**config.mk**
```make
export PLATFORM = sky130hd
export DESIGN_NAME = tlast_cfg
export DESIGN_NICKNAME = d
export VERILOG_FILES = /design/src/design/tlast_pkg.sv /design/src/design/tlast_cfg.sv
export SDC_FILE = /design/constraint.sdc
export NUM_CORES = 1
export LEC_CHECK = 0
export BUFFER_PORTS_ARGS = -buffer_cell sky130_fd_sc_hd__buf_2
export CAP_MARGIN = 20
export CORE_MARGIN = 3
export CORE_UTILIZATION = 30
export DETAILED_ROUTE_END_ITERATION = 10
export PLACE_DENSITY_LB_ADDON = 0.3
export SETUP_SLACK_MARGIN = 0.1
export SLEW_MARGIN = 0
export SYNTH_ARGS = -nofsm -noshare
export SYNTH_HDL_FRONTEND = slang
export SYNTH_SLANG_ARGS = --single-unit
```
**constraint.sdc**
```tcl
create_clock -name i_clk -period 2.1 [get_ports i_clk]
set_input_delay 0.21 -clock i_clk [delete_from_list [all_inputs] [get_ports i_clk]]
set_output_delay 0.21 -clock i_clk [all_outputs]
set_load 0.05 [all_outputs]
```
**src/design/tlast_pkg.sv**
```systemverilog
// Shared types, widths and constants of the two-link arm step targeter.
// No dependencies; every design file refers to this package by scoped names.
package tlast_pkg;

    localparam int COORD_WIDTH       = 13;
    localparam int CORDIC_ITERATIONS = 16;

    localparam int L_W    = 12;
    localparam int OFS_W  = 13;
    localparam int SPD_W  = 16;
    localparam int STEP_W = 14;
    localparam int MOVE_W = 15;

    // Working widths of the solver.
    localparam int XY_W   = ((COORD_WIDTH > OFS_W) ? COORD_WIDTH : OFS_W) + 1;
    localparam int R2_W   = 2 * XY_W;
    localparam int T_W    = R2_W + 1;
    localparam int B_W    = 26;
    localparam int TT_W   = B_W + 1;
    localparam int S_W    = 26;
    localparam int RAD_W  = 2 * S_W;
    localparam int MUL_W  = 30;
    localparam int PROD_W = 2 * MUL_W;
    localparam int K_W    = 41;
    localparam int CD_W   = 44;
    localparam int Z_W    = 27;
    localparam int ANG_W  = 28;
    localparam int IT_W   = 5;
    localparam int STEP_SHIFT = 24;

    localparam logic signed [Z_W-1:0] DEG180 = Z_W'(180 * 65536);

    localparam int ADDR_W = 5;
    localparam int DATA_W = 32;

    typedef enum logic [2:0] {
        REG_L1    = 3'd0,
        REG_L2    = 3'd1,
        REG_OFS_X = 3'd2,
        REG_OFS_Y = 3'd3,
        REG_SPD   = 3'd4
    } t_reg_idx;

    typedef struct packed {
        logic [L_W-1:0]          l1;
        logic [L_W-1:0]          l2;
        logic signed [OFS_W-1:0] ofs_x;
        logic signed [OFS_W-1:0] ofs_y;
        logic [SPD_W-1:0]        spd;
    } t_cfg;

    // atan(2^-i) in degrees, Q16, rounded.
    function automatic logic signed [Z_W-1:0] atan_tab(input logic [IT_W-1:0] i);
        logic signed [Z_W-1:0] v;
        case (i)
            5'd0:    v = Z_W'(2949120);
            5'd1:    v = Z_W'(1740967);
            5'd2:    v = Z_W'(919879);
            5'd3:    v = Z_W'(466945);
            5'd4:    v = Z_W'(234379);
            5'd5:    v = Z_W'(117304);
            5'd6:    v = Z_W'(58666);
            5'd7:    v = Z_W'(29335);
            5'd8:    v = Z_W'(14668);
            5'd9:    v = Z_W'(7334);
            5'd10:   v = Z_W'(3667);
            5'd11:   v = Z_W'(1833);
            5'd12:   v = Z_W'(917);
            5'd13:   v = Z_W'(458);
            5'd14:   v = Z_W'(229);
            5'd15:   v = Z_W'(115);
            5'd16:   v = Z_W'(57);
            5'd17:   v = Z_W'(29);
            5'd18:   v = Z_W'(14);
            5'd19:   v = Z_W'(7);
            5'd20:   v = Z_W'(4);
            5'd21:   v = Z_W'(2);
            5'd22:   v = Z_W'(1);
            default: v = '0;
        endcase
        return v;
    endfunction

endpackage

```
**src/design/tlast_cfg.sv**
```systemverilog
// APB-style register bank holding the arm geometry, origin offset and step scale.
// Depends on tlast_pkg.
module tlast_cfg (
    input  logic                          i_clk,
    input  logic                          i_rst_n,
    input  logic                          psel,
    input  logic                          penable,
    input  logic                          pwrite,
    input  logic [tlast_pkg::ADDR_W-1:0]  paddr,
    input  logic [tlast_pkg::DATA_W-1:0]  pwdata,
    output logic [tlast_pkg::DATA_W-1:0]  prdata,
    output logic                          pready,
    output tlast_pkg::t_cfg               o_cfg
);

    tlast_pkg::t_cfg    r_cfg;
    tlast_pkg::t_reg_idx idx;

    assign idx    = tlast_pkg::t_reg_idx'(paddr[tlast_pkg::ADDR_W-1:2]);
    assign pready = 1'b1;
    assign o_cfg  = r_cfg;

    always_ff @(posedge i_clk) begin
        if (!i_rst_n) begin
            r_cfg.l1    <= tlast_pkg::L_W'(150);
            r_cfg.l2    <= tlast_pkg::L_W'(150);
            r_cfg.ofs_x <= '0;
            r_cfg.ofs_y <= '0;
            r_cfg.spd   <= tlast_pkg::SPD_W'(2276);
        end else if (psel && penable && pwrite) begin
            unique case (idx)
                tlast_pkg::REG_L1:    r_cfg.l1    <= pwdata[tlast_pkg::L_W-1:0];
                tlast_pkg::REG_L2:    r_cfg.l2    <= pwdata[tlast_pkg::L_W-1:0];
                tlast_pkg::REG_OFS_X: r_cfg.ofs_x <= pwdata[tlast_pkg::OFS_W-1:0];
                tlast_pkg::REG_OFS_Y: r_cfg.ofs_y <= pwdata[tlast_pkg::OFS_W-1:0];
                tlast_pkg::REG_SPD:   r_cfg.spd   <= pwdata[tlast_pkg::SPD_W-1:0];
                default: ;
            endcase
        end
    end

    always_comb begin
        unique case (idx)
            tlast_pkg::REG_L1:    prdata = tlast_pkg::DATA_W'(r_cfg.l1);
            tlast_pkg::REG_L2:    prdata = tlast_pkg::DATA_W'(r_cfg.l2);
            tlast_pkg::REG_OFS_X: prdata = tlast_pkg::DATA_W'(unsigned'(r_cfg.ofs_x));
            tlast_pkg::REG_OFS_Y: prdata = tlast_pkg::DATA_W'(unsigned'(r_cfg.ofs_y));
            tlast_pkg::REG_SPD:   prdata = tlast_pkg::DATA_W'(r_cfg.spd);
            default:              prdata = '0;
        endcase
    end

endmodule

```
Word-level counts from Yosys, hierarchy flattened
Index checks and enable logic that the tools add are counted.

Reductions and logical operators: 8. $mul: 0. Equal/unequal tests: 4. Shift operators: 0. Multiplexer cells: 1. Add/sub/neg operators: 0. Magnitude comparators: 0. Divide/modulo/power cells: 0. Bitwise operators: 0.

Operator list (count): 16-bit one-hot mux with 5 select lines (1); 2-bit AND reduction (5); 3-bit by 2-bit equality test with 1-bit output (second input constant) (2); 3-bit by 1-bit equality test with 1-bit output (second input constant) (1); 3-bit equality test (second input constant) (1); 3-bit logical NOT (1); 1-bit logical AND (2).

RAM bits: 0. Memories kept: 0. Bits in latches: 0. Register bits: 66. Bits in read-only memories: 0.

Longest topological paths before layout
Depth after elaboration: 3. Gate-level depth with buffers: 5. Mapped depth without buffers: 3.

Worst setup path after synthesis
OpenSTA, ideal clock, no wires.

Path type: reg-to-output. From: register r_cfg (netlist bit o_cfg[28]). To: output prdata[12] (netlist name). Data arrival time: 1970 ps. Stages on the path, launching flop included: 3. Buffers on the path: 0. Path slack: -80 ps. Cell sequence: dfxtp_1 > mux2i_1 > o31ai_1.

Word-level cells in the longest chain between the ends: 1.

RTL lines: start: declaration (RTL line tlast_cfg.sv:16) `tlast_pkg::t_cfg r_cfg;`; 16-bit one-hot mux with 5 select lines (RTL line tlast_cfg.sv:43) `unique case (idx)`; end: declaration (RTL line tlast_cfg.sv:11) `output logic [tlast_pkg::DATA_W-1:0] prdata,`.

No other way between the ends.

Worst setup path after layout
From: input paddr[2] (netlist name). To: output prdata[11] (netlist name).

Word-level cells in the longest chain between the ends: 2. Elaborated cells between the ends (all ways): 6.

RTL lines: start: declaration (RTL line tlast_cfg.sv:9) `input logic [tlast_pkg::ADDR_W-1:0] paddr,`; 3-bit equality test (tied with other cells) (RTL line tlast_cfg.sv:43); 16-bit one-hot mux with 5 select lines * (RTL line tlast_cfg.sv:43).

Mark *: on every way between the ends. The rest lies on a longest branch, timed or not.

==> PnR_summary.wiki <==
{| class="wikitable"
! Metric !! Value
|-
| Outcome || complete, no violations
|-
| Count of TritonRoute iterations in the first routing pass || 4
|-
| Top cells by area, synth || dfxtp_1 (42%), mux2i_1 (20%), nand2_1 (8.4%), a22oi_1 (5.3%), buf_4 (4.8%)
|-
| Power per cell area || 668 nW/um2
|-
| Flip-flop count of the largest register after layout || 66
|-
| Combined global-route utilization of all metal layers || between 10% and 20%
|-
| Setup tns final || 0 ns
|-
| Wire length on met3 || about 610 um
|-
| Wire length of the first global-routing pass || 14900 um
|-
| Total setup violations reported at the end of the flow || 0
|-
| Cell Area, Placed || between 3000 and 4000 um2
|-
| Fraction of post-synthesis cell area in the top cell type by area || between 40% and 50%
|-
| Utilization after layout || 40.8%
|-
| Syn Area/Cell || 9.40 um2
|-
| Final weighted congestion in routability-driven placement || ~0.8
|-
| Average routed wire per standard cell || 16.5 um
|-
| Root cell of the clock tree || clkbuf_8
|-
| Port-buffer cells || approximately 110
|-
| Maximum VDD drop || between 300 and 400 uV
|-
| Final routed DRC violation total || 0
|-
| Required @ worst endpoint || roughly 1.9 ns
|-
| Total Routed Length || ~9600 um
|-
| Maximum number of buffers from clock root to sink || 2
|-
| Cell chain of the critical path || buf_2 > buf_4 > mux2_2 > a22oi_1 > o22ai_2 > buf_2
|-
| Number of buffers and inverters on the critical path || 3
|-
| Via count of the first global-routing pass || 2727
|-
| TritonCTS clock tree || yes
|-
| Slowest stage cell on the critical path || buf_2
|-
| Routed metal-1 wire length || 4110 um
|-
| Starting Density || about a third
|-
| Cells on worst reg2reg path || 1
|-
| Critical-path maximum fanout || 16
|-
| Period minus WS final || between 1.5 and 2 ns
|-
| Core footprint || between 9000 and 10000 um2
|-
| Setup Buffers After CTS || 0
|-
| Netlist area before placement || roughly 3100 um2
|-
| Reg-to-Reg End || o_cfg[5]
|-
| Remaining global-route overflow || 0
|-
| Layout Nets || between 400 and 500
|-
| Sequential cell area fraction in the yosys report || a little over two fifths
|-
| Clock insertion delay at the later pin of the skew report || about 0.34 ns
|-
| Number of sinks on the clock net || between 60 and 70
|-
| Fraction of final layout cells sized beyond drive strength 1 || 37.4%
|-
| Syn-to-layout area delta || 29.9%
|-
| Endpoint of the worst hold-timing path || o_cfg[14]
|-
| Via density per instance || approximately 4.8
|-
| Most Frequent Cell on Critical Path || buf_2
|-
| Largest net degree at the start of global routing || 41
|-
| Post-DRT Antenna Nets || 0
|-
| Vertical die dimension || 108 um
|-
| Top delay family on crit path || buffers and inverters
|-
| Start of the worst register-to-register path || o_cfg[5]
|-
| P_leak || 1.92 nW
|-
| Max cap viols || 0
|-
| Cells after DPL || roughly 570
|-
| Worst setup margin || between 0.2 and 0.3 ns
|-
| Non-filler cells, final || approximately 580
|-
| Cell taking the most area after synthesis || dfxtp_1
|-
| Warnings, synthesis || 0
|-
| Hold violation total from the final report || 0
|-
| Initial antenna violation count || 1
|-
| Drt first-iter violations || about 160
|-
| Pre-CTS setup slack || ~0.27 ns
|-
| Clock slew at the register clock pins of the worst setup and hold paths || 0.07 ns
|-
| Overall die width || approximately 110 um
|-
| Layout fillers || 1020
|-
| Final Skew || 0 ns
|-
| Antenna Diode Count || 0
|-
| Count of unique library cells instantiated by Yosys || 27
|-
| Uppermost routed layer || met5
|-
| Sort of element at the start of the critical path || primary input
|-
| Worst EP arrival || 1.62 ns
|-
| Inserted Clock Buffers || 9
|-
| Setup slack, reg-to-reg || 1.39 ns
|-
| Kind of capture point of the worst setup path || primary output
|-
| Half-perimeter wire length after placement || between 7000 and 8000 um
|-
| Worst hold path type || primary input to flop
|-
| RSZ-0062 raised after global routing || no
|-
| Top-Level Pins || approximately 140
|-
| Synthesis-stage register bit count || between 60 and 70
|-
| Critical path's largest stage delay || about 0.35 ns
|-
| Total number of placement rows || 36
|-
| Max Clock Freq || ~0.55 GHz
|-
| Category of the critical setup timing path || primary input to primary output
|-
| Final Slew Violations || 0
|-
| Cell count after synthesis || ~330
|-
| Die area || 11700 um2
|-
| Worst hold path cell count || 3
|-
| Startpoint of the lowest-slack hold path || pwdata[14]
|-
| Met2 WL || 4710 um
|-
| Final worst-path cycle share || between 80% and 90%
|-
| Number of buffers inserted by hold repair at cts || 0
|-
| CTS H-tree depth || 3
|-
| Final cell area excluding filler cells || roughly 4000 um2
|-
| Detailed-route via count || approximately 2800
|-
| # resized after CTS || 0
|}
==> where the power goes <==
part / switching (mW) / internal [mW]
clock: 0.485 / 0.607
sequential: 0.00760 / 1.26
combinational: 0.269 / 0.0881
==> tightest hold or removal path: stages <==
cell and delay (ns):
buf_2 0.09, nand2_1 0.04, mux2i_1 0.05
==> metal layers <==
layer,track usage [%],vias up
met5,0,-
met1,20.1,1341
li1,-,1345
met2,28.5,90
met3,4.78,15
met4,5.32,2
==> placed cells by master, fill, tap and decap left out, types with 2 or more instances in the layout <==
master      n
clkbuf_8   11
nor2b_1     7
and3_1      6
nand2_1    70
a22oi_1    22
dfxtp_1    66
conb_1     17
nand3_1     2
buf_4      23
buf_2     105
inv_1       2
mux2i_1    64
nor2_2      2
o22ai_2     6
and4_1      3
clkinv_2    3
mux2_2     12
nor2_1      9
o22ai_1     6
a211o_1     3
==> metrics by stage <==
stage	power (mW)	hold slack [ns]
finish	2.72	0.113
global route	2.82	0.120
global placement	1.65	0.454
detailed placement	1.66	0.462
CTS	2.75	0.0980
floorplan	1.57	0.352
==> cells in the mapped netlist <==
cell,n
nor2_1,11
dfxtp_1,66
and4_1,3
conb_1,2
nand2_1,70
o22ai_1,12
nor3b_2,1
a31oi_1,1
and3b_1,1
nand4b_4,1
o31ai_1,1
inv_1,2
a21oi_1,1
buf_6,1
mux2i_1,64
and3_1,6
clkbuf_1,16
or3_1,1
buf_2,5
nor2b_1,7
a211o_1,3
buf_1,1
nand3_1,2
a22oi_1,22
mux2_2,12
nor3_2,1
buf_4,20
==> layout make-up <==
class	instances	area, um2	area share [%]
clock inverter	5	52.6	1.29
clock buffer	11	151	3.72
multi-input combinational	237	1670	41.0
tap	133	166	4.09
inverter	2	7.51	0.185
timing repair buffer	128	698	17.2
sequential	66	1320	32.5
==> worst max-delay path by stage <==
stage / startpoint / to / slack, ns / cells after the start
floorplan: o_cfg[26] / prdata[10] / 0.16 / 3
global placement: paddr[2] / prdata[8] / 0.28 / 6
detailed placement: paddr[2] / prdata[11] / 0.27 / 6
CTS: paddr[2] / prdata[11] / 0.26 / 6
global route: paddr[2] / prdata[3] / 0.14 / 6
finish: paddr[2] / prdata[11] / 0.27 / 6
==> logic make-up after synthesis <==
family | count (synthesis) | share of synthesized area [%]
buffers and inverters | 45 | 8.23
DFF | 66 | 42.2
AOI/OAI and AO/OA | 40 | 9.11
muxes | 76 | 24.8
other | 2 | 0.240
and+or+nand+nor | 104 | 15.4
Note: power is estimated with default switching activity, not from simulation.
