===== config.mk =====
export PLATFORM = sky130hd
export DESIGN_NAME = tlast_cordic
export DESIGN_NICKNAME = d
export VERILOG_FILES = /design/src/design/tlast_pkg.sv /design/src/design/tlast_cordic.sv
export SDC_FILE = /design/constraint.sdc
export NUM_CORES = 2
export LEC_CHECK = 0
export BUFFER_PORTS_ARGS = -buffer_cell sky130_fd_sc_hd__buf_4
export CAP_MARGIN = 0
export CORE_ASPECT_RATIO = 1.75
export CORE_MARGIN = 2
export CORE_UTILIZATION = 29
export DETAILED_ROUTE_END_ITERATION = 6
export PLACE_DENSITY = 0.4
export SLEW_MARGIN = 5
export SYNTH_ARGS = -nofsm -noshare
export SYNTH_HDL_FRONTEND = slang
export SYNTH_SLANG_ARGS = --single-unit

===== constraint.sdc =====
create_clock -name i_clk -period 11.65 [get_ports i_clk]
set_clock_uncertainty 0.15 [all_clocks]
set_input_delay 1.165 -clock i_clk [delete_from_list [all_inputs] [get_ports i_clk]]
set_output_delay 1.165 -clock i_clk [all_outputs]
set_load 0.005 [all_outputs]

===== src/design/tlast_pkg.sv =====
// Shared types, widths and constants of the two-link arm step targeter.
// No dependencies; every design file refers to this package by scoped names.
package tlast_pkg;

    localparam int COORD_WIDTH       = 13;
    localparam int CORDIC_ITERATIONS = 16;

    localparam int L_W    = 12;
    localparam int OFS_W  = 13;
    localparam int SPD_W  = 16;
    localparam int STEP_W = 14;
    localparam int MOVE_W = 15;

    // Working widths of the solver.
    localparam int XY_W   = ((COORD_WIDTH > OFS_W) ? COORD_WIDTH : OFS_W) + 1;
    localparam int R2_W   = 2 * XY_W;
    localparam int T_W    = R2_W + 1;
    localparam int B_W    = 26;
    localparam int TT_W   = B_W + 1;
    localparam int S_W    = 26;
    localparam int RAD_W  = 2 * S_W;
    localparam int MUL_W  = 30;
    localparam int PROD_W = 2 * MUL_W;
    localparam int K_W    = 41;
    localparam int CD_W   = 44;
    localparam int Z_W    = 27;
    localparam int ANG_W  = 28;
    localparam int IT_W   = 5;
    localparam int STEP_SHIFT = 24;

    localparam logic signed [Z_W-1:0] DEG180 = Z_W'(180 * 65536);

    localparam int ADDR_W = 5;
    localparam int DATA_W = 32;

    typedef enum logic [2:0] {
        REG_L1    = 3'd0,
        REG_L2    = 3'd1,
        REG_OFS_X = 3'd2,
        REG_OFS_Y = 3'd3,
        REG_SPD   = 3'd4
    } t_reg_idx;

    typedef struct packed {
        logic [L_W-1:0]          l1;
        logic [L_W-1:0]          l2;
        logic signed [OFS_W-1:0] ofs_x;
        logic signed [OFS_W-1:0] ofs_y;
        logic [SPD_W-1:0]        spd;
    } t_cfg;

    // atan(2^-i) in degrees, Q16, rounded.
    function automatic logic signed [Z_W-1:0] atan_tab(input logic [IT_W-1:0] i);
        logic signed [Z_W-1:0] v;
        case (i)
            5'd0:    v = Z_W'(2949120);
            5'd1:    v = Z_W'(1740967);
            5'd2:    v = Z_W'(919879);
            5'd3:    v = Z_W'(466945);
            5'd4:    v = Z_W'(234379);
            5'd5:    v = Z_W'(117304);
            5'd6:    v = Z_W'(58666);
            5'd7:    v = Z_W'(29335);
            5'd8:    v = Z_W'(14668);
            5'd9:    v = Z_W'(7334);
            5'd10:   v = Z_W'(3667);
            5'd11:   v = Z_W'(1833);
            5'd12:   v = Z_W'(917);
            5'd13:   v = Z_W'(458);
            5'd14:   v = Z_W'(229);
            5'd15:   v = Z_W'(115);
            5'd16:   v = Z_W'(57);
            5'd17:   v = Z_W'(29);
            5'd18:   v = Z_W'(14);
            5'd19:   v = Z_W'(7);
            5'd20:   v = Z_W'(4);
            5'd21:   v = Z_W'(2);
            5'd22:   v = Z_W'(1);
            default: v = '0;
        endcase
        return v;
    endfunction

endpackage


===== src/design/tlast_cordic.sv =====
// Vectoring CORDIC atan2 in Q16 degrees with a one-or-four-bit-per-cycle normalizer.
// Depends on tlast_pkg for widths and the arctangent table.
module tlast_cordic (
    input  logic                               i_clk,
    input  logic                               i_rst_n,
    input  logic                               i_start,
    input  logic signed [tlast_pkg::CD_W-1:0]  i_y,
    input  logic signed [tlast_pkg::CD_W-1:0]  i_x,
    output logic                               o_busy,
    output logic signed [tlast_pkg::Z_W-1:0]   o_z
);

    typedef enum logic [1:0] {C_IDLE, C_NORM, C_ITER} t_cstate;

    t_cstate                            r_state;
    logic signed [tlast_pkg::CD_W-1:0]  r_x;
    logic signed [tlast_pkg::CD_W-1:0]  r_y;
    logic signed [tlast_pkg::Z_W-1:0]   r_z;
    logic [tlast_pkg::IT_W-1:0]         r_i;
    logic [tlast_pkg::CD_W-1:0]         ay;
    logic [tlast_pkg::CD_W-1:0]         m;
    logic signed [tlast_pkg::CD_W-1:0]  dx;
    logic signed [tlast_pkg::CD_W-1:0]  dy;

    // Arithmetic shift right that truncates toward zero.
    function automatic logic signed [tlast_pkg::CD_W-1:0] tz_shr(
        input logic signed [tlast_pkg::CD_W-1:0] v,
        input logic [tlast_pkg::IT_W-1:0]        k
    );
        logic signed [tlast_pkg::CD_W-1:0] r;
        if (v[tlast_pkg::CD_W-1]) begin
            r = -((-v) >>> k);
        end else begin
            r = v >>> k;
        end
        return r;
    endfunction

    always_comb begin
        ay = r_y[tlast_pkg::CD_W-1] ? unsigned'(-r_y) : unsigned'(r_y);
        m  = (unsigned'(r_x) > ay) ? unsigned'(r_x) : ay;
        dx = tz_shr(r_y, r_i);
        dy = tz_shr(r_x, r_i);
    end

    assign o_busy = (r_state != C_IDLE);
    assign o_z    = r_z;

    always_ff @(posedge i_clk) begin
        if (!i_rst_n) begin
            r_state <= C_IDLE;
            r_i     <= '0;
        end else begin
            unique case (r_state)
                C_IDLE: begin
                    if (i_start) begin
                        r_i <= '0;
                        if (i_x == '0 && i_y == '0) begin
                            r_z <= '0;
                        end else begin
                            r_state <= C_NORM;
                            if (i_x[tlast_pkg::CD_W-1]) begin
                                r_x <= -i_x;
                                r_y <= -i_y;
                                r_z <= i_y[tlast_pkg::CD_W-1] ? -tlast_pkg::DEG180
                                                              : tlast_pkg::DEG180;
                            end else begin
                                r_x <= i_x;
                                r_y <= i_y;
                                r_z <= '0;
                            end
                        end
                    end
                end
                C_NORM: begin
                    // Bring the larger magnitude into [2^30, 2^31).
                    if (m < (tlast_pkg::CD_W'(1) << 26)) begin
                        r_x <= r_x <<< 4;
                        r_y <= r_y <<< 4;
                    end else if (m < (tlast_pkg::CD_W'(1) << 30)) begin
                        r_x <= r_x <<< 1;
                        r_y <= r_y <<< 1;
                    end else if (m >= (tlast_pkg::CD_W'(1) << 35)) begin
                        r_x <= tz_shr(r_x, tlast_pkg::IT_W'(4));
                        r_y <= tz_shr(r_y, tlast_pkg::IT_W'(4));
                    end else if (m >= (tlast_pkg::CD_W'(1) << 31)) begin
                        r_x <= tz_shr(r_x, tlast_pkg::IT_W'(1));
                        r_y <= tz_shr(r_y, tlast_pkg::IT_W'(1));
                    end else begin
                        r_state <= C_ITER;
                    end
                end
                C_ITER: begin
                    if (!r_y[tlast_pkg::CD_W-1] && r_y != '0) begin
                        r_x <= r_x + dx;
                        r_y <= r_y - dy;
                        r_z <= r_z + tlast_pkg::atan_tab(r_i);
                    end else begin
                        r_x <= r_x - dx;
                        r_y <= r_y + dy;
                        r_z <= r_z - tlast_pkg::atan_tab(r_i);
                    end
                    if (r_i == tlast_pkg::IT_W'(tlast_pkg::CORDIC_ITERATIONS - 1)) begin
                        r_state <= C_IDLE;
                    end
                    r_i <= r_i + 1'b1;
                end
                default: r_state <= C_IDLE;
            endcase
        end
    end

endmodule


; ---- Word-level counts from Yosys, hierarchy flattened
; Memory sizes are Yosys's and may differ from the RTL's. A register that Yosys moved wholly into a read port is not among the register bits.
; Cells that the tools add are included.
; Widths: inputs -> output; s select.
[op_classes]
n_eq_ne = 11
shift = 4
reduce_logical = 14
n_mux = 52
magnitude_cmp = 5
n_addsub = 17
[ops]
columns = op, n
row1 = $mux 44, 24
row2 = $mux 27, 11
row3 = $neg 44->44, 6
row4 = $pmux 44 s3, 2
row5 = $sshr 44x5->44, 4
row6 = $add 44x44->44, 2
row7 = $logic_not 44->1, 2
row8 = $neg 40->44, 2
row9 = $neg 43->44, 2
row10 = $sub 44x44->44, 2
row11 = $pmux 27 s2, 1
row12 = $ge 44x32->1 const B, 1
row13 = $ge 44x36->1 const B, 1
row14 = $gt 44x44->1, 1
row15 = $lt 44x27->1 const B, 1
row16 = $lt 44x31->1 const B, 1
row17 = $reduce_bool 44->1, 1
row18 = $add 27x27->27, 1
row19 = $sub 27x27->27, 1
row20 = $mux 5, 5
row21 = $mux 2, 7
row22 = $ne 2x2->1 const B, 7
row23 = $pmux 5 s2, 1
row24 = $reduce_and 7->1, 1
row25 = other kinds (14), 16
[word_totals]
ff_bits = 122
romBits = 1408
in_bits = 91
n_memories = 2
[memory_table]
columns = name, words, word_bits, read_ports, rd_clocked_by_memory_dff, write_ports, line
row1 = (name not given), 32, 22, 1, 1, 0, tlast_pkg.sv:55  ; case (i)
row2 = (name not given), 32, 22, 1, 1, 0, tlast_pkg.sv:55

; ---- Longest topological paths before layout
[depth]
depth_word = 10
depth_mapped = 45

; ---- Worst setup path before layout
; No wires, ideal clock.
[synth_path]
path_type = reg-to-reg
from = register r_x[1] (netlist bit)
to = register r_y[43] (netlist bit), data pin
slack_ps = 1407
path_stages_with_launch = 42
n_path_buf = 1
period_less_slack_ps = 10243
arrival_time_ps = 9828
required_time_ps = 11235
path_cell_list = edfxtp_1 inv_1 ha_1 or4b_1 clkbuf_1 nor2_1 nand2_1 xnor2_1 mux4_2 nor2_1 o21a_1 or4_1 inv_1 ha_1 inv_1 or4_1 nor4_4 xor2_1 [6 not listed] xor2_1 ha_1 a21o_1 a21o_1 a21o_1 a221oi_1 a21oi_1 o41ai_1 a21oi_1 a21oi_1 o21ai_0 a2111oi_0 or3_1 a21oi_1 a211oi_1 xnor2_1 xnor2_1 o21ai_1
[synth_via]
elab_chain_cells = 7
elab_cells_between_ends = 17
cone_classes = add/sub: 4 / order compare: 4 / shift: 2 / mux: 7
[synth_lines]
columns = element, line
row1 = "start, declared", tlast_cordic.sv:16  ; logic signed [tlast_pkg::CD_W-1:0] r_x;
row2 = "start signal, assigned", tlast_cordic.sv:63  ; r_x <= -i_x;
row3 = "start signal, assigned", tlast_cordic.sv:68  ; r_x <= i_x;
row4 = "start signal, assigned", tlast_cordic.sv:78  ; r_x <= r_x <<< 4;
row5 = $neg 44->44 or $gt 44x44->1 (tied branches), "tlast_cordic.sv:32, tlast_cordic.sv:41"
row6 = $sshr 44x5->44 or $mux 44 (tied branches), "tlast_cordic.sv:32, tlast_cordic.sv:41"
row7 = $neg 44->44 or $ge 44x36->1 (tied branches), "tlast_cordic.sv:32, tlast_cordic.sv:83"
row8 = "$mux 44, on equally long branches", "tlast_cordic.sv:31, tlast_cordic.sv:83"
row9 = "$add 44x44->44, or another cell as far along", tlast_cordic.sv:100  ; r_y <= r_y + dy;
row10 = "$mux 44, on equally long branches", "tlast_cordic.sv:94, tlast_cordic.sv:77"
row11 = $pmux 44 s3 (*), tlast_cordic.sv:54  ; unique case (r_state)
row12 = "end signal, assigned", tlast_cordic.sv:64  ; r_y <= -i_y;
row13 = "end signal, assigned", tlast_cordic.sv:96  ; r_y <= r_y - dy;
row14 = "end signal, assigned", tlast_cordic.sv:100
row15 = "end, declared", tlast_cordic.sv:17  ; logic signed [tlast_pkg::CD_W-1:0] r_y;
; Mark *: on every way between the ends. The rest lies on a longest branch, timed or not.
; A chain may end at the register's enable or synchronous reset.

; ---- Final worst setup path
[layout_path]
from = register r_y[1] (netlist bit)
to = register r_x[40] (netlist bit), data pin
[layout_via]
elab_chain_cells = 9
elab_cells_between_ends = 20
cone_classes = add/sub: 4 / order compare: 4 / shift: 2 / mux: 8 / reduce/logical: 2
[layout_lines]
columns = element, line
row1 = "start signal, assigned", tlast_cordic.sv:64
row2 = "start signal, assigned", tlast_cordic.sv:69  ; r_y <= i_y;
row3 = "start signal, assigned", tlast_cordic.sv:79  ; r_y <= r_y <<< 4;
row4 = "parallel branches: the longest is 8 deep, another holds $neg 44->44", --
row5 = $pmux 44 s3 (*), tlast_cordic.sv:54
row6 = "end signal, assigned", tlast_cordic.sv:78
row7 = "end signal, assigned", tlast_cordic.sv:81  ; r_x <= r_x <<< 1;
row8 = "end signal, assigned", tlast_cordic.sv:84  ; r_x <= tz_shr(r_x, tlast_pkg::IT_W'(4));
; Mark *: on every way between the ends.

==> flow_metrics.py <==
metrics = {
    "critical_path": {
        "critPathMaxStageDelay_ns": 0.86,
        "crit_required_ns": 11.76,
        "arrival_ns": 11.30,
        "cp_common_cell": "buf_4",
        "endpoint_kind": "flop",
        "crit_path_start_kind": "flop",
        "worstSetupPathType": "reg2reg",
        "critical_path.max_fanout": 13,
        "cp_slowest_cell": "or4b_2",
    },
    "synth": {
        "synthTopCellsByArea": "xnor2_1 8.0%, edfxtp_1 7.9%, nand2_1 6.4%",
        "synth_largest_area_cell": "xnor2_1",
        "synthArstFlopShare_pct": 0,
        "netlist_area_sq_mm": 0.0435,
        "synthFlopType": "edfxtp_1",
        "ys_seq_elements": 144,
        "synth.avg_cell_area_sq_um": 6.85,
        "synth.top_cell.area_share_pct": 8.04,
        "synth_warnings": 0,
        "synth.yosys.seq_area_share_pct": 9.28,
        "netlist_top_cells_count": "736 x nand2_1, 651 x nor2_1, 437 x a21oi_1",
        "synth_nets": 6622,
        "synth.distinct_cells": 107,
        "synth.most_common_cell": "nand2_1",
        "syn_inst": 6347,
        "synth_edf_count": 115,
    },
    "timing": {
        "rsz0062_at_grt": "no",
        "fin_crit_sh_pct": 96.0,
        "fin_setup_tns_ns": 0,
        "fin_crit_ns": 11.19,
        "max_freq_ghz": 0.0894,
        "worst_pin_slew_ns": 1.56,
        "slew_headroom_pct": -6.76,
        "slew_violations": 3,
        "hold_viol": 0,
        "setup_viol": 0,
    },
    "layout": {
        "final_layout_size_suffix_gt1_share_pct": 16.9,
        "stdcell_count": 8672,
        "syn2layout_area_growth_pct": 17.7,
        "n_fill_cell": 16492,
        "regArea_sq_mm": 0.00405,
        "final_nets": 6917,
        "multi_input_area_sq_mm": 0.0373,
    },
    "clock_network": {
        "htreeDepth": 4,
        "cts_root_buffer": "clkbuf_16",
        "clkTransAtPathRegs_ns": 0.08,
        "numCtsBuffers": 25,
        "tritoncts": "yes",
        "insertion_delay_ns": 0.56,
        "cts_sinks": 144,
        "clockBufferDepth": 3,
        "cts_hold_buf": 0,
    },
    "route": {
        "viasPerCell": 6.47,
        "drtPass1Iterations": 7,
        "drtAntennaViolNets": 0,
        "route.vias.total": 56094,
        "drc": 14,
        "drt-initial-drc-count": 5673,
        "wl_per_cell_um": 39.2,
        "totalWireLength_um": 340000,
    },
    "worst_hold_path": {
        "hold_class": "reg2reg",
    },
    "power_and_ir_drop": {
        "cellLeakagePower_nw": 19.4,
        "power_density_mw_per_mm2": 328,
        "peakVddDrop_mv": 0.260,
    },
    "placed_design": {
        "dp_cells": 8603,
        "place.gp.congestion": 1.05,
        "dpl.hpwl_um": 278000,
        "io_buffers": 118,
    },
    "global_route": {
        "met3_usage_pct": 9.27,
        "antenna_found_initial": 37,
        "grt_max_degree": 111,
        "grt_pass1_wl_um": 458000,
        "grt_pass1_vias": 54405,
        "track_usage_pct": 42.9,
        "grt_use_met1_pct": 42.4,
        "busiest_layer": "met2",
        "overflow": 0,
        "grt_util_met2_pct": 72.6,
    },
    "floorplanning": {
        "row_count": 188,
        "placeableCoreArea_sq_mm": 0.149,
        "num_io_pins": 119,
        "die_h_um": 516,
        "die_w_um": 297,
        "die-area_sq_mm": 0.153,
        "initial_core_util_pct": 29.1,
    },
    "status": {
        "violations": "DRC, capacitance limit, slew limit",
        "status": "finished with violations",
    },
    "job": {
        "maxCapViolations": 1,
    },
}
==> per-layer routing <==
layer  routed length (um)  part of all wire [%]
met1               114000                    34
met2               160000                    47
met4                42600                    13
met3                23000                   6.8
met5                  144                 0.042
==> kinds of logic after synthesis <==
family	count (synthesis)	synth area share (%)
mux	291	8.71
xor+xnor	620	12.5
buf+inv	642	5.63
flops	144	9.28
compound gates	1905	29.5
simple gates	2561	29.0
fa+ha+maj	184	5.35
==> worst max-delay path: cells and delay by family (launching register included) <==
family | cells | cell delay (ns)
AND/OR/NAND/NOR | 14 | 4.37
buffers and inverters | 8 | 1.71
adder cells (fa/ha/maj) | 2 | 0.58
flip-flops | 1 | 0.54
XOR/XNOR | 3 | 0.53
AO/OA/AOI/OAI | 13 | 2.96
==> where the power goes <==
| part | switching (mW) | internal, mW |
|---|---|---|
| registers | 0.285 | 0.825 |
| clock network | 0.305 | 0.399 |
| logic | 9.82 | 5.15 |
| total | 10.4 | 6.37 |
==> cells in the final DEF, fill, tap and decap left out, drive strengths merged, types with 90 or more instances in the layout <==
| cell | n |
|---|---|
| buf | 787 |
| nand2 | 736 |
| nor2 | 651 |
| a21oi | 438 |
| xnor2 | 400 |
| o21ai | 380 |
| xor2 | 220 |
| nand3 | 202 |
| nor3 | 198 |
| mux2i | 185 |
| ha | 181 |
| nor4 | 126 |
| inv | 116 |
| edfxtp | 115 |
| a31oi | 103 |
| a211oi | 94 |
| or3 | 90 |
==> repair_timing <==
| item | CTS | global route |
|---|---|---|
| setup buffers | 0 | 3 |
| gates resized for setup | 0 | 14 |
| endpoints found under the setup margin | 0 | 4 |
==> metrics by stage <==
step	utilization [%]	power [mW]	cell area (sq um)	setup WS, ns	hold WS (ns)
5_1_grt	34.2	17.4	51200	0.0380	0.419
4_1_cts	34.1	16.2	50900	0.0971	0.388
2_1_floorplan	-	8.63	43500	1.41	0.301
3_3_place_gp	33.6	15.4	50200	0.133	0.372
6_report	34.3	16.8	51200	0.462	0.390
3_5_place_dp	33.6	15.4	50200	0.123	0.374
==> final cells by class <==
class / instances / share of cell area [%]
Antenna cell: 29 / 0.142
Clock buffer: 28 / 1.29
Clock inverter: 5 / 0.0489
Inverter: 122 / 0.907
Multi-Input combinational cell: 5561 / 72.9
Sequential cell: 144 / 7.92
Tap cell: 1995 / 4.88
Timing Repair Buffer: 788 / 11.9
==> final timing paths <==
| path | cells after the start | end | slack, ns | start |
|---|---|---|---|---|
| setup / recovery | 40 | r_x[40]$_DFFE_PP_ | 0.46 | r_y[1]$_DFFE_PP_ |
| hold / removal | 2 | r_state[1]$_SDFFE_PN0P_ | 0.39 | r_state[1]$_SDFFE_PN0P_ |
| setup reg to reg | 40 | r_x[40]$_DFFE_PP_ | 0.46 | r_y[1]$_DFFE_PP_ |
| hold reg to reg | 2 | r_state[1]$_SDFFE_PN0P_ | 0.39 | r_state[1]$_SDFFE_PN0P_ |
No activity file was read; power rests on OpenSTA's default activity.
