===== config.mk =====
export PLATFORM = sky130hd
export DESIGN_NAME = tlast_isqrt
export DESIGN_NICKNAME = d
export VERILOG_FILES = /design/src/design/tlast_pkg.sv /design/src/design/tlast_isqrt.sv
export SDC_FILE = /design/constraint.sdc
export NUM_CORES = 1
export LEC_CHECK = 0
export ABC_CLOCK_PERIOD_IN_PS = 5400
export BUFFER_PORTS_ARGS = -buffer_cell sky130_fd_sc_hd__clkbuf_2
export CELL_PAD_IN_SITES_DETAIL_PLACEMENT = 1
export CELL_PAD_IN_SITES_GLOBAL_PLACEMENT = 1
export CORE_ASPECT_RATIO = 1.4
export CORE_MARGIN = 3
export CORE_UTILIZATION = 50
export DETAILED_ROUTE_END_ITERATION = 8
export MAX_ROUTING_LAYER = met4
export PLACE_DENSITY = 0.85
export SYNTH_ARGS = -nofsm -noshare
export SYNTH_HDL_FRONTEND = slang
export SYNTH_SLANG_ARGS = --single-unit

===== constraint.sdc =====
create_clock -name i_clk -period 5.4 [get_ports i_clk]
set_input_delay 0.27 -clock i_clk [delete_from_list [all_inputs] [get_ports i_clk]]
set_output_delay 0.27 -clock i_clk [all_outputs]
set_load 0.05 [all_outputs]

===== src/design/tlast_pkg.sv =====
// Shared types, widths and constants of the two-link arm step targeter.
// No dependencies; every design file refers to this package by scoped names.
package tlast_pkg;

    localparam int COORD_WIDTH       = 13;
    localparam int CORDIC_ITERATIONS = 16;

    localparam int L_W    = 12;
    localparam int OFS_W  = 13;
    localparam int SPD_W  = 16;
    localparam int STEP_W = 14;
    localparam int MOVE_W = 15;

    // Working widths of the solver.
    localparam int XY_W   = ((COORD_WIDTH > OFS_W) ? COORD_WIDTH : OFS_W) + 1;
    localparam int R2_W   = 2 * XY_W;
    localparam int T_W    = R2_W + 1;
    localparam int B_W    = 26;
    localparam int TT_W   = B_W + 1;
    localparam int S_W    = 26;
    localparam int RAD_W  = 2 * S_W;
    localparam int MUL_W  = 30;
    localparam int PROD_W = 2 * MUL_W;
    localparam int K_W    = 41;
    localparam int CD_W   = 44;
    localparam int Z_W    = 27;
    localparam int ANG_W  = 28;
    localparam int IT_W   = 5;
    localparam int STEP_SHIFT = 24;

    localparam logic signed [Z_W-1:0] DEG180 = Z_W'(180 * 65536);

    localparam int ADDR_W = 5;
    localparam int DATA_W = 32;

    typedef enum logic [2:0] {
        REG_L1    = 3'd0,
        REG_L2    = 3'd1,
        REG_OFS_X = 3'd2,
        REG_OFS_Y = 3'd3,
        REG_SPD   = 3'd4
    } t_reg_idx;

    typedef struct packed {
        logic [L_W-1:0]          l1;
        logic [L_W-1:0]          l2;
        logic signed [OFS_W-1:0] ofs_x;
        logic signed [OFS_W-1:0] ofs_y;
        logic [SPD_W-1:0]        spd;
    } t_cfg;

    // atan(2^-i) in degrees, Q16, rounded.
    function automatic logic signed [Z_W-1:0] atan_tab(input logic [IT_W-1:0] i);
        logic signed [Z_W-1:0] v;
        case (i)
            5'd0:    v = Z_W'(2949120);
            5'd1:    v = Z_W'(1740967);
            5'd2:    v = Z_W'(919879);
            5'd3:    v = Z_W'(466945);
            5'd4:    v = Z_W'(234379);
            5'd5:    v = Z_W'(117304);
            5'd6:    v = Z_W'(58666);
            5'd7:    v = Z_W'(29335);
            5'd8:    v = Z_W'(14668);
            5'd9:    v = Z_W'(7334);
            5'd10:   v = Z_W'(3667);
            5'd11:   v = Z_W'(1833);
            5'd12:   v = Z_W'(917);
            5'd13:   v = Z_W'(458);
            5'd14:   v = Z_W'(229);
            5'd15:   v = Z_W'(115);
            5'd16:   v = Z_W'(57);
            5'd17:   v = Z_W'(29);
            5'd18:   v = Z_W'(14);
            5'd19:   v = Z_W'(7);
            5'd20:   v = Z_W'(4);
            5'd21:   v = Z_W'(2);
            5'd22:   v = Z_W'(1);
            default: v = '0;
        endcase
        return v;
    endfunction

endpackage


===== src/design/tlast_isqrt.sv =====
// Digit-by-digit integer square root, one result bit per cycle.
// Depends on tlast_pkg.
module tlast_isqrt (
    input  logic                         i_clk,
    input  logic                         i_rst_n,
    input  logic                         i_start,
    input  logic [tlast_pkg::RAD_W-1:0]  i_rad,
    output logic                         o_busy,
    output logic [tlast_pkg::S_W-1:0]    o_root
);

    localparam int CNT_W = $clog2(tlast_pkg::S_W);

    logic                          r_busy;
    logic [CNT_W-1:0]              r_cnt;
    logic [tlast_pkg::RAD_W-1:0]   r_v;
    logic [tlast_pkg::S_W:0]       r_rem;
    logic [tlast_pkg::S_W-1:0]     r_res;
    logic [tlast_pkg::S_W+2:0]     rem2;
    logic [tlast_pkg::S_W+2:0]     trial;

    assign rem2   = {r_rem, r_v[tlast_pkg::RAD_W-1 -: 2]};
    assign trial  = {1'b0, r_res, 2'b01};
    assign o_busy = r_busy;
    assign o_root = r_res;

    always_ff @(posedge i_clk) begin
        if (!i_rst_n) begin
            r_busy <= 1'b0;
            r_cnt  <= '0;
        end else if (i_start) begin
            r_busy <= 1'b1;
            r_cnt  <= '0;
            r_v    <= i_rad;
            r_rem  <= '0;
            r_res  <= '0;
        end else if (r_busy) begin
            r_v <= {r_v[tlast_pkg::RAD_W-3:0], 2'b00};
            if (rem2 >= trial) begin
                r_rem <= (tlast_pkg::S_W+1)'(rem2 - trial);
                r_res <= {r_res[tlast_pkg::S_W-2:0], 1'b1};
            end else begin
                r_rem <= rem2[tlast_pkg::S_W:0];
                r_res <= {r_res[tlast_pkg::S_W-2:0], 1'b0};
            end
            if (r_cnt == CNT_W'(tlast_pkg::S_W - 1)) begin
                r_busy <= 1'b0;
            end
            r_cnt <= r_cnt + 1'b1;
        end
    end

endmodule


# [After elaboration in Yosys (flattened, before gate mapping)]
# Cells that the tools add are included.
[classes] n_eq_ne=1 bitwise=1 n_shift=0 addsub=2 div_mod_pow=0 n_reduce_logical=3 multipliers=0 muxes=9 magnitude_cmp=1
[ops] operator="$mux 52" count=2
[ops] operator="$mux 27" count=2
[ops] operator="$ge 29x28->1" count=1
[ops] operator="$sub 27x27->27" count=1
[ops] operator="$mux 26" count=1
[ops] operator="$add 5x1->5 const B" count=1
[ops] operator="$eq 5x5->1 const B" count=1
[ops] operator="$mux 1" count=4
[ops] operator="$reduce_and 2->1" count=1
[ops] operator="$reduce_bool 2->1" count=1
[ops] operator="$reduce_or 2->1" count=1
[ops] operator="$not 1->1" count=1
[totals] mem_bits_rw=0 elab_cells=22 register_bits=111 rom_bits=0 output_inout_bits=27 latchBits=0 mem_count=0

# [Logic depth before layout (Yosys ltp)]
# Gate-level depths: netlist (run 1).
[depth] ltp_word=4 ltp_mapped=13 mapped_depth_nobuf=11

# [Least setup slack after synthesis (run 1)]
# No wires, ideal clock.
[synth_timing] path_type="reg2reg" from="reg r_busy (netlist: o_busy)" to="reg r_res, in the netlist o_root[0] (enable)" period_less_slack_ns=3.807 path_stages_with_launch=3 path_slack_ns=1.593 t_required_ns=4.927 setup_ns=0.473 path_buffers=1 t_arrival_ns=3.334 cell_sequence="dfxtp_1 -> clkbuf_1 -> o21a_1"
[synth_between] elab_chain_cells=2
[synth_rtl] item="start, declared" line_no="tlast_isqrt.sv:14" text="logic r_busy;"
[synth_rtl] item="start signal, assigned" line_no="tlast_isqrt.sv:29" text="r_busy <= 1'b0;"
[synth_rtl] item="start signal, assigned" line_no="tlast_isqrt.sv:32" text="r_busy <= 1'b1;"
[synth_rtl] item="start signal, assigned" line_no="tlast_isqrt.sv:47" text="r_busy <= 1'b0;"
[synth_rtl] item="$reduce_bool 2->1 (no source line)"
[synth_rtl] item="$reduce_and 2->1 (no source line)"
[synth_rtl] item="end signal, assigned" line_no="tlast_isqrt.sv:41" text="r_res <= {r_res[tlast_pkg::S_W-2:0], 1'b1};"
[synth_rtl] item="end signal, assigned" line_no="tlast_isqrt.sv:44" text="r_res <= {r_res[tlast_pkg::S_W-2:0], 1'b0};"
[synth_rtl] item="end, declared" line_no="tlast_isqrt.sv:18" text="logic [tlast_pkg::S_W-1:0] r_res;"
# Every way passes these cells.
# A chain may end at the register's enable or synchronous reset.

# [Worst setup path in the final report (run 1)]
[layout_timing] from="reg r_res, in the netlist o_root[4]" to="reg r_rem[21] (netlist bit), data pin"
[layout_between] elab_chain_cells=3
[layout_rtl] item="$sub 27x27->27 / $ge 29x28->1 (equally long branches)" line_no="tlast_isqrt.sv:40, tlast_isqrt.sv:39"
[layout_rtl] item="$mux 27 *" line_no="tlast_isqrt.sv:39" text="if (rem2 >= trial) begin"
[layout_rtl] item="$mux 27 *" line_no="tlast_isqrt.sv:37" text="end else if (r_busy) begin"
[layout_rtl] item="end signal, assigned" line_no="tlast_isqrt.sv:40" text="r_rem <= (tlast_pkg::S_W+1)'(rem2 - trial);"
[layout_rtl] item="end signal, assigned" line_no="tlast_isqrt.sv:43" text="r_rem <= rem2[tlast_pkg::S_W:0];"
[layout_rtl] item="end, declared" line_no="tlast_isqrt.sv:17" text="logic [tlast_pkg::S_W:0] r_rem;"
# Every way passes the cells marked *; elsewhere a longest branch is shown, timed or not. The select of a mux whose other input is x is not followed.

==> results of run 1 <==
==> registers in the layout, summed over array words and instances, names as in the netlist <==
name    flops
o_busy      1
r_rem      27
o_root     26
r_cnt       5
r_v        52
==> cell usage after synthesis, drive strengths merged, types with 2 or more instances <==
cell type,n
a21o,8
o21ai,19
clkbuf,14
a211oi,4
mux2i,18
nand3b,5
and2,5
nand2,20
edfxtp,105
o31ai,3
o21a,9
nor2,65
xor2,8
nor2b,4
a21oi,17
nand3,6
buf,4
nand2b,3
and3,4
xnor2,17
mux2,50
nand4,7
dfxtp,6
ha,30
nand4b,2
a31oi,4
or3,3
o41ai,2
o21bai,3
nor3,4
inv,34
==> kinds of logic (layout without fill, tap and decap cells) <==
| logic type | Yosys count | in the layout |
|---|---|---|
| and+or+nand+nor | 131 | 131 |
| DFF | 111 | 111 |
| AOI/OAI and AO/OA | 79 | 79 |
| muxes | 68 | 68 |
| buffers and inverters | 52 | 133 |
| adders and majority gates | 30 | 30 |
| xor gates and xnor gates | 25 | 25 |
==> metal layers <==
layer / global-route usage [%] / wire, um / up-vias
li1: - / - / 1953
met1: 23.24 / 5421 / 2006
met2: 39.43 / 7510 / 95
met3: 4.894 / 609 / 24
met4: 7.062 / 295 / 0
met5: - / 0 / -
==> power breakdown <==
group          total, uW  internal [uW]  switching, uW  leakage (uW)
Combinational        575            227            347       0.00155
Sequential          1060           1030           31.4       0.00106
Clock                669            328            341      0.000145
==> layout make-up <==
| class | count | share of cell area, % |
|---|---|---|
| clock buffer | 9 | 3.317 |
| clock inverter | 7 | 1.013 |
| inverter | 34 | 1.879 |
| multi-input combinational | 333 | 36.71 |
| sequential | 111 | 48.20 |
| tap | 144 | 2.653 |
| timing repair buffer | 83 | 6.228 |
==> placed cells by master, fill, tap and decap left out, drive strengths merged, types with 4 or more instances in the layout <==
cell,instances
a211oi,4
a21o,8
a21oi,17
a31oi,4
and2,5
and3,4
clkbuf,89
dfxtp,6
edfxtp,105
ha,30
inv,39
mux2,50
mux2i,18
nand2,20
nand3,6
nand3b,5
nand4,7
nor2,65
nor2b,4
nor3,4
o21a,9
o21ai,19
xnor2,17
xor2,8
==> per-stage QoR <==
step                      util (%)  total power, uW  cell area (sq um)
after floorplan                  -             1519               5984
after global placement       56.43             1613               6496
after detailed placement     56.43             1647               6496
after CTS                    58.99             2314               6790
after global routing         58.99             2401               6790
final                        58.99             2305               6790
==> path summary, 6_finish.rpt <==
check | start | to | slack [ns]
worst min-delay path | i_rad[10] | r_v[10] | 0.21
worst max register to register | o_root[4] | r_rem[21] | 1.85
worst max-delay path | o_root[4] | r_rem[21] | 1.85
worst min register to register | r_cnt[1] | r_cnt[1] | 0.53
==> flow_summary.json, run 1 <==
{
  "hold_path_class": "input pin to flop",
  "place_hpwl_um": 9681,
  "cts_root_buf": "clkbuf_16",
  "cts_tree": "yes",
  "via_per_inst": 5.656,
  "status": "completed",
  "seq_area_sq_um": 3273,
  "synth_area_leaders": "edfxtp_1 (53%), mux2_2 (9.4%), ha_1 (6.3%)",
  "postRouteAntennaNets": 0,
  "hold_depth": 2,
  "stdcell_count": 721,
  "setup_viol": 0,
  "nNetsFinal": 657,
  "die_area_sq_um": 13340,
  "critPathSlowestCell": "nand2_2",
  "synth_cells": 496,
  "ys_seq_area_share_pct": 54.69,
  "grt_overflow": 0,
  "synth.net_count": 581,
  "maxCapViolations": 0,
  "avgSynthCellArea_sq_um": 12.07,
  "port_buffers": 81,
  "layout_setup_ws_ns": 1.849,
  "dp_slack_ns": 1.901,
  "fill_cells": 1241,
  "worst_pin_slew_ns": 1.070,
  "critical_path.startpoint_type": "flop",
  "clockBufferDepth": 2,
  "ctsHtreeMaxLevel": 3,
  "layout-drive-gt1-share_pct": 26.86,
  "core_sq_um": 11510,
  "post_drt_wl_per_cell_um": 19.19,
  "antenna_found_initial": 0,
  "period_needed_ns": 3.551,
  "synth_mux_area_share_pct": 12.42,
  "cpPeakStageDelay_ns": 0.64,
  "crit_buf_inv": 1,
  "dr.pass1.iters": 4,
  "drtIter0Drc": 155,
  "clock-sinks": 111,
  "synth-adder-area-share_pct": 6.272,
  "ir_drop_mv": 0.2012,
  "power.density_nw_per_um2": 339.4,
  "cts_hold_buf": 0,
  "synth_seq_cells": 111,
  "post_cts_buffers": 0,
  "synth_top_area_share_pct": 52.69,
  "fmax_mhz": 281.6,
  "end_kind": "flop",
  "cts_resized": 0,
  "rr_worst_depth": 11,
  "cts.clk_slew.worst_paths_ns": 0.08,
  "slew_headroom_pct": 28.65,
  "cp_max_fo": 29,
  "io_pins": 82,
  "drc": 0,
  "yosysWarningCount": 0,
  "synth_xor_area_share_pct": 3.659,
  "ys.flop_type": "edfxtp_1",
  "dr_total_vias": 4078,
  "antenna_cells": 0,
  "ys_types": 50,
  "path_cells": "inv_1 > ha_1 > and2_1 > o21ai_0 > o21ai_2 > a31oi_4 > o21ai_1 > a311o_1 > nand2_2 > mux2i_1 > nor2_1",
  "grt.total_usage_pct": 21.67,
  "rsz0062_at_grt": "no",
  "path_class": "flop to flop",
  "cp_data_arrival_time_ns": 3.64,
  "routed_wl_um": 13840,
  "finalMaxSlewViolations": 0,
  "synth_compound_area_share_pct": 8.990,
  "synth_top_family_by_area": "multiplexers",
  "cp_top_family": "compound AO/OA/AOI/OAI gates",
  "multi_input_area_sq_um": 2492,
  "grt_max_degree": 77,
  "grt_pass1_wl_um": 22160,
  "post-route-period-util_pct": 65.75,
  "die_height_um": 135.4,
  "placed_cells": 705,
  "async_flop_share_pct": 0,
  "die_width_um": 98.46,
  "place_congestion": 0.8923,
  "holdWs_ns": 0.2085,
  "syn_to_final_growth_pct": 13.46,
  "synth_edf_count": 105,
  "synth_top_area_cell": "edfxtp_1",
  "setup_tns_ns": 0,
  "finalHoldViolations": 0,
  "num_rows": 46,
  "path_depth": 11,
  "grt_pass1_vias": 4476,
  "clock_skew_ns": 0.01166,
  "yosys.area_share.simple_pct": 10.18,
  "required_ns": 5.49,
  "p_leak_uw": 0.002760,
  "netlist_area_sq_um": 5984,
  "clk_latency_ns": 0.36,
  "cts_made_buffers": 9,
  "initial_core_util_pct": 51.99
}
Note: power is estimated with default switching activity, not from simulation.
==> run 2: changes to the inputs <==
--- a/config.mk
+++ b/config.mk
@@ -5,16 +5,16 @@
 export SDC_FILE = /design/constraint.sdc
 export NUM_CORES = 1
 export LEC_CHECK = 0
-export ABC_CLOCK_PERIOD_IN_PS = 5400
+export ABC_CLOCK_PERIOD_IN_PS = 3650
 export BUFFER_PORTS_ARGS = -buffer_cell sky130_fd_sc_hd__clkbuf_2
 export CELL_PAD_IN_SITES_DETAIL_PLACEMENT = 1
 export CELL_PAD_IN_SITES_GLOBAL_PLACEMENT = 1
 export CORE_ASPECT_RATIO = 1.4
 export CORE_MARGIN = 3
-export CORE_UTILIZATION = 50
+export CORE_UTILIZATION = 47
 export DETAILED_ROUTE_END_ITERATION = 8
 export MAX_ROUTING_LAYER = met4
-export PLACE_DENSITY = 0.85
+export PLACE_DENSITY = 0.81
 export SYNTH_ARGS = -nofsm -noshare
 export SYNTH_HDL_FRONTEND = slang
 export SYNTH_SLANG_ARGS = --single-unit
==> constraint.sdc (replaced) <==
create_clock -name i_clk -period 3.65 [get_ports i_clk]
set_input_delay 0.1825 -clock i_clk [delete_from_list [all_inputs] [get_ports i_clk]]
set_output_delay 0.1825 -clock i_clk [all_outputs]
set_load 0.05 [all_outputs]
==> run 2 against run 1 <==
Global-route usage fell by 1.7 points. Worst hold slack got worse by 0.083 ns. Clock power rose by 49%. Clock skew fell by 0.0025 ns. Critical path depth fell by 1.
==> flow_summary.json, run 2 (synthesis results as in run 1) <==
{
  "maxCapViolations": 0,
  "max_flop_register": "r_v",
  "finalMaxSlewViolations": 0,
  "cts.clk_slew.worst_paths_ns": 0.08,
  "slew_headroom_pct": 36.84,
  "clk_latency_ns": 0.35,
  "place_hpwl_um": 9353,
  "power.density_nw_per_um2": 498.6,
  "setup_viol": 0,
  "largest_reg_flops": 52,
  "setup_tns_ns": 0,
  "io_pins": 82,
  "nNetsFinal": 659,
  "clock-sinks": 111,
  "antenna_found_initial": 0,
  "syn_to_final_growth_pct": 14.38,
  "routed_wl_um": 12820,
  "antenna_cells": 0,
  "postRouteAntennaNets": 0,
  "drtIter0Drc": 163,
  "status": "completed",
  "period_needed_ns": 3.284,
  "ctsHtreeMaxLevel": 3,
  "dr.pass1.iters": 4,
  "p_leak_uw": 0.002781,
  "num_rows": 48,
  "fmax_mhz": 304.5,
  "hold_path_class": "input pin to flop",
  "dpl_cell_area_sq_um": 6544,
  "layout-drive-gt1-share_pct": 27.29,
  "cts_hold_buf": 0,
  "cp_max_fo": 11,
  "cts_resized": 0,
  "place_congestion": 0.8318,
  "post_cts_buffers": 0,
  "required_ns": 3.82,
  "power_uw": 3413,
  "ir_drop_mv": 0.2551,
  "final_cell_mix": "edfxtp_1 (105), clkbuf_2 (80), nor2_1 (65), mux2_2 (50), inv_1 (34)",
  "port_buffers": 81,
  "initial_core_util_pct": 48.37,
  "cts_root_buf": "clkbuf_16",
  "post_drt_wl_per_cell_um": 17.59,
  "die_height_um": 139.5,
  "end_kind": "flop",
  "grt_pass1_wl_um": 21890,
  "final_cell_area_sq_um": 6845,
  "drc": 0,
  "core_sq_um": 12370,
  "rsz0062_at_grt": "no",
  "grt_pass1_vias": 4521,
  "critical_path.startpoint_type": "flop",
  "via_per_inst": 5.542,
  "cts_tree": "yes",
  "holdWs_ns": 0.1253,
  "final_common_cell": "edfxtp_1",
  "clockBufferDepth": 2,
  "grt_overflow": 0,
  "cp_data_arrival_time_ns": 3.46,
  "post-route-period-util_pct": 89.98,
  "finalHoldViolations": 0,
  "worst_pin_slew_ns": 0.9474,
  "clock_skew_ns": 0.009117,
  "grt_max_degree": 85,
  "path_class": "flop to flop",
  "dr_total_vias": 4040,
  "grt.total_usage_pct": 19.96,
  "die_width_um": 101.4,
  "cts_made_buffers": 9,
  "die_area_sq_um": 14140
}
-- run 2: final timing paths --
check	cells after the start	to	slack, ns	from
hold reg to reg	1	r_v[3]	0.55	r_v[1]
setup reg to reg	10	r_rem[2]	0.37	r_rem[20]
setup / recovery	10	r_rem[2]	0.37	r_rem[20]
hold / removal	2	r_v[1]	0.13	i_rad[1]
-- run 2: metal layers --
layer	up-vias	share of wire (%)	global-route usage (%)
met5	-	0	-
met4	0	1.4	5.532
met3	15	3.7	3.511
met2	83	54	34.86
met1	1980	41	23.29
li1	1962	-	-
-- run 2: metrics by stage --
step | setup slack, ns | cells | utilization [%]
after floorplan | 0.4352 | 496 | -
after global placement | 0.4998 | 713 | 52.89
after detailed placement | 0.4349 | 713 | 52.89
after CTS | 0.3285 | 729 | 55.33
after global routing | 0.1158 | 729 | 55.33
final | 0.3657 | 729 | 55.33
-- run 2: cell type report --
cell class                 instances  area, sq um
timing repair buffer              85        462.9
clock buffer                      10        239.0
clock inverter                     6        62.56
sequential                       111         3273
tap                              150        187.7
inverter                          34        127.6
multi-input combinational        333         2492
fill                            1314         5527
-- run 2: power by group --
| group | switching [uW] | internal, uW | total (uW) |
|---|---|---|---|
| registers | 45.1 | 1520 | 1570 |
| clock network | 495 | 501 | 996 |
| logic | 499 | 350 | 849 |
-- run 2: worst max-delay path, stage by stage (launching register included) --
cell      delay, ns
edfxtp_1       0.45
ha_1           0.44
nand2_1        0.16
nor4_1         0.30
nand3_1        0.13
o41ai_1        0.28
a311o_1        0.27
nand2_2        0.22
buf_4          0.26
or3_1          0.38
a21oi_1        0.20
